`config.mk`:
```
export PLATFORM = sky130hd
export DESIGN_NAME = ring_line_buffer
export DESIGN_NICKNAME = d
export VERILOG_FILES = /design/src/rtl/rlb_pkg.sv /design/src/rtl/ring_line_buffer.sv
export VERILOG_INCLUDE_DIRS = /design/src /design/src/rtl
export SDC_FILE = /design/constraint.sdc
export NUM_CORES = 1
export LEC_CHECK = 0
export ABC_AREA = 1
export BUFFER_PORTS_ARGS = -buffer_cell sky130_fd_sc_hd__buf_2
export CAP_MARGIN = 20
export CORE_ASPECT_RATIO = 2
export CORE_MARGIN = 5
export CORE_UTILIZATION = 34
export CTS_CLUSTER_DIAMETER = 50
export DETAILED_ROUTE_END_ITERATION = 8
export SLEW_MARGIN = 40
export SYNTH_ARGS = -nofsm -noshare
export SYNTH_HDL_FRONTEND = slang
export SYNTH_SLANG_ARGS = --single-unit
```
`constraint.sdc`:
```
create_clock -name clk -period 7.7 [get_ports clk]
set_clock_uncertainty 0.2 [all_clocks]
set_input_delay 0.385 -clock clk [delete_from_list [all_inputs] [get_ports clk]]
set_output_delay 0.385 -clock clk [all_outputs]
set_load 0.1 [all_outputs]
```
`src/rtl/ring_line_buffer_defines.svh`:
```
// Assertion macros shared by the ring line buffer RTL.
`ifndef RING_LINE_BUFFER_DEFINES_SVH
`define RING_LINE_BUFFER_DEFINES_SVH

// Same-cycle implication, checked on clk outside of reset.
`define RLB_ASSERT_NOW(label, ante, cons, msg) \
  label: assert property (@(posedge clk) disable iff (rst) (ante) |-> (cons)) else $error(msg);

// Next-cycle implication, checked on clk outside of reset.
`define RLB_ASSERT_NEXT(label, ante, cons, msg) \
  label: assert property (@(posedge clk) disable iff (rst) (ante) |=> (cons)) else $error(msg);

`endif

```
`src/rtl/rlb_pkg.sv`:
```
// Shared types and constants for the ring line buffer.
`timescale 1ns / 1ps

package rlb_pkg;

  localparam int unsigned BUFFER_SIZE_DEFAULT = 64;

  // Line terminator byte
  localparam logic [7:0] NEWLINE = 8'h0A;

  // Command codes of an input item
  localparam logic CMD_WRITE = 1'b0;
  localparam logic CMD_READ  = 1'b1;

  // Result kinds
  typedef enum logic [1:0] {
    KIND_ACK     = 2'd0,
    KIND_LINE    = 2'd1,
    KIND_NO_LINE = 2'd2
  } kind_t;

endpackage

```
`src/rtl/ring_line_buffer.sv`:
```
// Byte ring buffer with all-or-nothing write chunks and whole-line reads.
`timescale 1ns / 1ps
`include "ring_line_buffer_defines.svh"
//
//  channel | handshake            | payload
//  --------+----------------------+----------------------------------------------
//  in      | in_valid / in_ready  | cmd, data, chunk_start, chunk_len
//  out     | out_valid / out_ready| kind, accepted, line_byte, last, free_slots,
//          |                      | empty_res, full_res, line_ready
//
// A write item or a read with no stored line yields one result. A line read first
// fetches the oldest newline position from the position memory, then the first byte,
// then one byte per cycle from the data memory while the out channel is not stalled.
// Results wait in an output register; a stalled out channel freezes the byte stream.
// Reset clears the state, pointers, counters and out_valid only; the memories need no
// clearing pass.

module ring_line_buffer
  import rlb_pkg::*;
#(
  parameter int unsigned BUFFER_SIZE = BUFFER_SIZE_DEFAULT
) (
  input  logic       clk,
  input  logic       rst,
  input  logic       in_valid,
  output logic       in_ready,
  input  logic       cmd,
  input  logic [7:0] data,
  input  logic       chunk_start,
  input  logic [7:0] chunk_len,
  output logic       out_valid,
  input  logic       out_ready,
  output logic [1:0] kind,
  output logic       accepted,
  output logic [7:0] line_byte,
  output logic       last,
  output logic [5:0] free_slots,
  output logic       empty_res,
  output logic       full_res,
  output logic       line_ready
);

  localparam int unsigned IW = $clog2(BUFFER_SIZE);
  localparam logic [IW-1:0] MAX_FREE = IW'(BUFFER_SIZE - 1);

  typedef enum logic [1:0] {
    ST_IDLE,
    ST_LOCATE,
    ST_STREAM
  } state_t;

  function automatic logic [IW-1:0] next_idx(input logic [IW-1:0] i);
    return (i == MAX_FREE) ? '0 : i + 1'b1;
  endfunction

  function automatic logic [IW-1:0] used_of(input logic [IW-1:0] w, input logic [IW-1:0] r);
    logic [IW:0] diff;
    if (w >= r) diff = {1'b0, w} - {1'b0, r};
    else        diff = {1'b0, w} + (IW+1)'(BUFFER_SIZE) - {1'b0, r};
    return diff[IW-1:0];
  endfunction

  state_t        state;
  logic [IW-1:0] read_index;
  logic [IW-1:0] write_index;
  logic [IW-1:0] newline_count;
  logic [IW-1:0] chunk_remaining;
  logic          chunk_ok;
  logic [IW-1:0] nl_head;
  logic [IW-1:0] nl_tail;
  logic [IW-1:0] cur;
  logic [IW-1:0] end_idx;
  logic [IW-1:0] st_free;
  logic          st_empty;
  logic          st_line;

  logic [7:0]    ring_store [BUFFER_SIZE];
  logic [IW-1:0] nl_pos     [BUFFER_SIZE];
  logic [7:0]    rdata;
  logic [IW-1:0] pos_q;
  logic [IW-1:0] raddr;

  logic          slot_free;
  logic          acc_in;
  logic          out_load;
  logic [IW-1:0] used_now;
  logic [IW-1:0] free_now;
  logic          ok_next;
  logic [IW-1:0] rem_start;
  logic [IW-1:0] rem_next;
  logic          store;
  logic          store_nl;
  logic [IW-1:0] w_free;
  logic [IW-1:0] nlc_write;
  logic [IW-1:0] ri_after;
  logic [IW-1:0] l_used;

  assign slot_free = !out_valid || out_ready;
  assign in_ready  = (state == ST_IDLE) && slot_free;
  assign acc_in    = in_valid && in_ready;

  // Load a new result into the output register this cycle
  assign out_load = ((state == ST_IDLE) && acc_in &&
                     (cmd == CMD_WRITE || newline_count == '0)) ||
                    ((state == ST_STREAM) && slot_free);

  assign used_now = used_of(write_index, read_index);
  assign free_now = MAX_FREE - used_now;

  // Decide the chunk and whether this write byte is stored
  always_comb begin
    ok_next   = chunk_ok;
    rem_start = chunk_remaining;
    if (chunk_start) begin
      if (chunk_len <= 8'(free_now)) begin
        ok_next   = 1'b1;
        rem_start = chunk_len[IW-1:0];
      end else begin
        ok_next   = 1'b0;
        rem_start = '0;
      end
    end
    store     = ok_next && (rem_start != '0) && (free_now != '0);
    store_nl  = store && (data == NEWLINE);
    rem_next  = store ? rem_start - 1'b1 : rem_start;
    w_free    = store ? free_now - 1'b1 : free_now;
    nlc_write = store_nl ? newline_count + 1'b1 : newline_count;
  end

  // Status after a line read, from the oldest newline position
  assign ri_after = next_idx(pos_q);
  assign l_used   = used_of(write_index, ri_after);

  // Pick the data memory read address; hold it while the out channel stalls
  always_comb begin
    raddr = cur;
    if (state == ST_LOCATE) begin
      raddr = read_index;
    end else if (state == ST_STREAM && slot_free && cur != end_idx) begin
      raddr = next_idx(cur);
    end
  end

  // Data memory: one write port, one registered read port
  always_ff @(posedge clk) begin
    if (acc_in && cmd == CMD_WRITE && store) begin
      ring_store[write_index] <= data;
    end
    rdata <= ring_store[raddr];
  end

  // Newline position memory: queue of stored newline indices
  always_ff @(posedge clk) begin
    if (acc_in && cmd == CMD_WRITE && store_nl) begin
      nl_pos[nl_tail] <= write_index;
    end
    pos_q <= nl_pos[nl_head];
  end

  // Sequencer, buffer state and output register
  always_ff @(posedge clk) begin
    if (rst) begin
      state           <= ST_IDLE;
      read_index      <= '0;
      write_index     <= '0;
      newline_count   <= '0;
      chunk_remaining <= '0;
      chunk_ok        <= 1'b0;
      nl_head         <= '0;
      nl_tail         <= '0;
      out_valid       <= 1'b0;
    end else begin
      if (out_valid && out_ready && !out_load) begin
        out_valid <= 1'b0;
      end
      case (state)
        ST_IDLE: begin
          if (acc_in) begin
            if (cmd == CMD_WRITE) begin
              chunk_ok        <= ok_next;
              chunk_remaining <= rem_next;
              newline_count   <= nlc_write;
              if (store) begin
                write_index <= next_idx(write_index);
              end
              if (store_nl) begin
                nl_tail <= next_idx(nl_tail);
              end
              out_valid  <= 1'b1;
              kind       <= KIND_ACK;
              accepted   <= store;
              line_byte  <= '0;
              last       <= 1'b1;
              free_slots <= 6'(w_free);
              empty_res  <= (used_now == '0) && !store;
              full_res   <= (w_free == '0);
              line_ready <= (nlc_write != '0);
            end else if (newline_count == '0) begin
              out_valid  <= 1'b1;
              kind       <= KIND_NO_LINE;
              accepted   <= 1'b0;
              line_byte  <= '0;
              last       <= 1'b1;
              free_slots <= 6'(free_now);
              empty_res  <= (used_now == '0);
              full_res   <= (free_now == '0);
              line_ready <= 1'b0;
            end else begin
              state <= ST_LOCATE;
            end
          end
        end
        ST_LOCATE: begin
          // Commit the consumed line now; stream from the old read index
          cur           <= read_index;
          end_idx       <= pos_q;
          read_index    <= ri_after;
          newline_count <= newline_count - 1'b1;
          nl_head       <= next_idx(nl_head);
          st_free       <= MAX_FREE - l_used;
          st_empty      <= (l_used == '0);
          st_line       <= (newline_count != IW'(1));
          state         <= ST_STREAM;
        end
        ST_STREAM: begin
          if (slot_free) begin
            out_valid  <= 1'b1;
            kind       <= KIND_LINE;
            accepted   <= 1'b0;
            line_byte  <= rdata;
            last       <= (cur == end_idx);
            free_slots <= 6'(st_free);
            empty_res  <= st_empty;
            full_res   <= (st_free == '0);
            line_ready <= st_line;
            if (cur == end_idx) begin
              state <= ST_IDLE;
            end else begin
              cur <= next_idx(cur);
            end
          end
        end
        default: begin
          state <= ST_IDLE;
        end
      endcase
    end
  end

  // A line read starts only with a newline on record
  `RLB_ASSERT_NOW(a_locate_has_line, state == ST_LOCATE, newline_count != '0,
                  "line read with no newline stored")
  // The closing byte of a line is the newline itself
  `RLB_ASSERT_NOW(a_line_ends_nl, out_valid && kind == KIND_LINE && last,
                  line_byte == NEWLINE, "line closed on a non-newline byte")
  // Taking a non-final line byte brings the next one at once
  `RLB_ASSERT_NEXT(a_stream_continues, out_valid && out_ready && !last,
                   out_valid && kind == KIND_LINE, "line byte stream broke")

endmodule
```
==> flow_summary.yaml <==
clock_network:
  numCtsBuffers: 84
  post_cts_buffers: 0
  cts_tree: "built"
  cts_resized: 0
  clockBufferDepth: 3
  ctsHtreeMaxLevel: 3
  clock_latency_ps: 700
  clkSlewWorstSetupHoldPaths_ps: 70
  cts_root_buf: "clkbuf_16"
  cts.sinks: 991
place:
  gp_congestion: 0.915
  hpwl_mm: 83.3
  dp_cells: 5627
  place_area_sq_mm: 0.0453
  portBuffers: 44
power_and_ir_drop:
  clkPwrFrac_pct: 37.7
  pwr-share-seq_pct: 50.8
  p_comb_share_pct: 11.5
  p_int_mw: 8.69
  p_sw_mw: 3.03
  p_per_area_mw_per_mm2: 242
  sw_frac_of_total_pct: 25.9
  ir_drop_v: 0.000147
  p_leak_nw: 18.7
setup_path:
  critPathKind: "reg -> reg"
  r2r_end: "nl_pos[30][1]"
  required_ps: 7830
  ff2ff_setup_slack_ps: 1800
  startpoint_type: "register"
  cp.arrival_ps: 6030
  end_kind: "register"
  path_max_fanout: 15
  reg2reg_depth: 24
  reg2reg_from: "write_index[0]"
grt:
  grt_first_pass_wirelength_mm: 183
  grt_overflow: 0
  antenna_found_initial: 4
  grt_pass1_vias: 29700
  grt_start_max_net_pins: 131
  grt_use_total_pct: 18.0
synth:
  synth_nets: 4115
  synth_warnings: 0
  seq_area_frac_synth_pct: 67.4
  synth_edf_count: 937
  ys_types: 52
  syn_inst: 4063
  synth.avg_cell_area_sq_um: 10.7
  dominantRegCellSynth: "edfxtp_1"
  synth-seq-cells: 991
  async_flop_share_pct: 0
  netlist_area_sq_mm: 0.0433
floorplan:
  fp.dieW_um: 262
  dieArea_sq_mm: 0.135
  row_count: 185
  ios: 45
  initial_core_util_pct: 34.2
  die_h_um: 515
  core_area_sq_mm: 0.127
timing:
  slew_viol_final: 0
  tightest_slew_ps: 881
  hold_viol_final: 0
  finalSetupTns_ps: 0
  slew-limit-headroom_pct: 41.1
  fin_crit_sh_pct: 76.7
  min_period_ps: 5900
  rsz0062_at_grt: "no"
  fmax_ghz: 0.169
  setup_viol: 0
layout:
  final_nets: 4100
  drive_gt1_share_pct: 7.15
  area_growth_pct: 11.5
  nFillCells: 12400
  multi_input_area_sq_mm: 0.0111
  seq_area_sq_mm: 0.0292
  instances_no_fill: 5797
  post-route-cell-area_sq_mm: 0.0483
  fin_util_pct: 38.1
hold_path:
  holdPathEnd: "chunk_remaining[1]"
  hp-class: "in -> reg"
  hp-start: "chunk_len[1]"
  hold_depth: 5
detailed_routing:
  routed-via-count: 29400
  dr.pass1.iters: 6
  ant_nets: 0
  drc_errors: 0
  drt_wl_total_mm: 126
  vias_per_cell: 5.07
  wire_per_inst_um: 21.7
  drt_first_iter_violations: 2316
status:
  status: "complete, no violations"
run:
  maxCapViolCount: 0
[layout by cell type, fill, tap and decap left out, drive strengths merged, types with 6 or more instances in the layout]
cell type	count
a21oi	51
a31oi	13
buf	88
bufinv	11
clkbuf	100
clkinv	29
clkinvlp	6
dfxtp	54
dlygate4sd3	17
edfxtp	937
ha	28
inv	611
nand2	706
nand3	618
nand4	29
nor2	383
nor3	23
nor4	8
o211ai	17
o21ai	237
o221ai	38
o22ai	60
xnor2	9
xor2	17
[worst max path at each step]
| stage | slack [ps] | endpoint | cells past startpoint | start |
|---|---|---|---|---|
| finish | 1800 | nl_pos[30][1] | 24 | write_index[0] |
| global route | 1320 | nl_pos[30][1] | 24 | write_index[0] |
| CTS | 1830 | nl_pos[59][0] | 24 | write_index[0] |
| detailed placement | 1830 | nl_pos[59][0] | 24 | write_index[0] |
| global placement | 1880 | nl_pos[26][5] | 24 | write_index[0] |
| floorplan | 1990 | ring_store[47][0] | 24 | write_index[0] |
[power by group through the flow]
stage,logic (mW),registers (mW),clock network (mW)
detailed placement,1.32,6.07,0
global route,1.45,5.95,4.70
finish,1.34,5.95,4.42
floorplan,0.784,6.15,0
CTS,1.33,5.95,4.49
global placement,1.31,6.07,0
[cells in the mapped netlist, types with 2 or more instances]
cell      instances  share of area (%)
buf_4             8               0.14
xor2_1           17               0.34
nand2_4           3              0.078
fa_1              2              0.092
o21ai_0         232                2.7
nor2_4            6               0.16
nor2_8            2              0.092
or2_1             3              0.043
a22oi_1           3              0.052
buf_6             2              0.052
nor2_1          374                3.2
dfxtp_1          54                2.5
nand4_1          25               0.36
edfxtp_1        937                 65
o221ai_1         38               0.77
nand3_4           2              0.081
inv_2            11              0.095
a211oi_1          4              0.069
nand2_2           4              0.058
nand3_2           8               0.18
nand3_1         608                7.0
nor3_1           23               0.27
xnor2_1           8               0.16
o21ai_1           4              0.046
a21oi_1          50               0.58
clkbuf_1        105               0.91
nor4_1            8               0.12
a221o_1           3              0.069
nand4_4           3               0.15
a31oi_1          12               0.17
o22ai_1          60               0.87
buf_2            85               0.98
nand2_1         699                6.1
buf_1             6              0.052
inv_1           594                5.1
o211ai_1         17               0.29
ha_1             28               0.81
[cell families after synthesis]
family                   share of synthesized area (%)
AND/OR/NAND/NOR                                   18.0
flip-flops                                        67.4
adder cells (fa/ha/maj)                          0.901
buffers and inverters                             7.38
XOR/XNOR                                         0.543
AO/OA/AOI/OAI                                     5.81
[worst max-delay path: stages, from the launching register on]
cell and delay [ps]:
dfxtp_2 330, inv_1 190, ha_1 220, inv_1 90
fa_1 400, nand3_1 90, nand2_1 80, xnor2_2 250
inv_2 110, ha_1 280, nand2_1 40, nor2_1 150
nand4_1 130, nand2_1 190, nand2_1 70, o22ai_1 150
inv_1 120, ha_1 210, nand3_1 80, nor2_1 60
nand2_2 170, nand3_4 150, nor2_4 500, inv_1 520
nor3_1 760
[registers in the layout (all words and copies together), names as in the netlist, 8 cells and up]
| signal | cells |
|---|---|
| line_byte | 8 |
| nl_pos | 384 |
| rdata | 8 |
| ring_store | 512 |
[metrics by stage]
step	setup WS (ps)	hold WS, ps	total power [mW]
after floorplan	1990	208	6.93
after global placement	1880	225	7.38
after detailed placement	1830	229	7.39
after CTS	1830	37.4	11.8
after global routing	1320	135	12.1
final	1800	81.0	11.7
[area by class of cell]
| class | instances | share of cell area (%) |
|---|---|---|
| antenna | 1 | 0.00518 |
| clock buffer | 100 | 4.52 |
| clock inverter | 51 | 1.36 |
| inverter | 606 | 4.72 |
| multi-input combinational | 2260 | 22.9 |
| sequential | 991 | 60.5 |
| tap | 1683 | 4.36 |
| timing repair buffer | 105 | 1.70 |
[layer usage]
metal / GRT usage (%) / wire length [um]
met4: 12.4 / 9760
met1: 17.2 / 41200
met2: 35.0 / 68900
met3: 2.30 / 5650
met5: 0 / 27
[what timing repair did]
item	4_1_cts	5_1_grt
setup endpoints to repair	0	0
hold endpoints to repair	100	0
hold buffers	17	0
No activity file was read; power rests on OpenSTA's default activity.
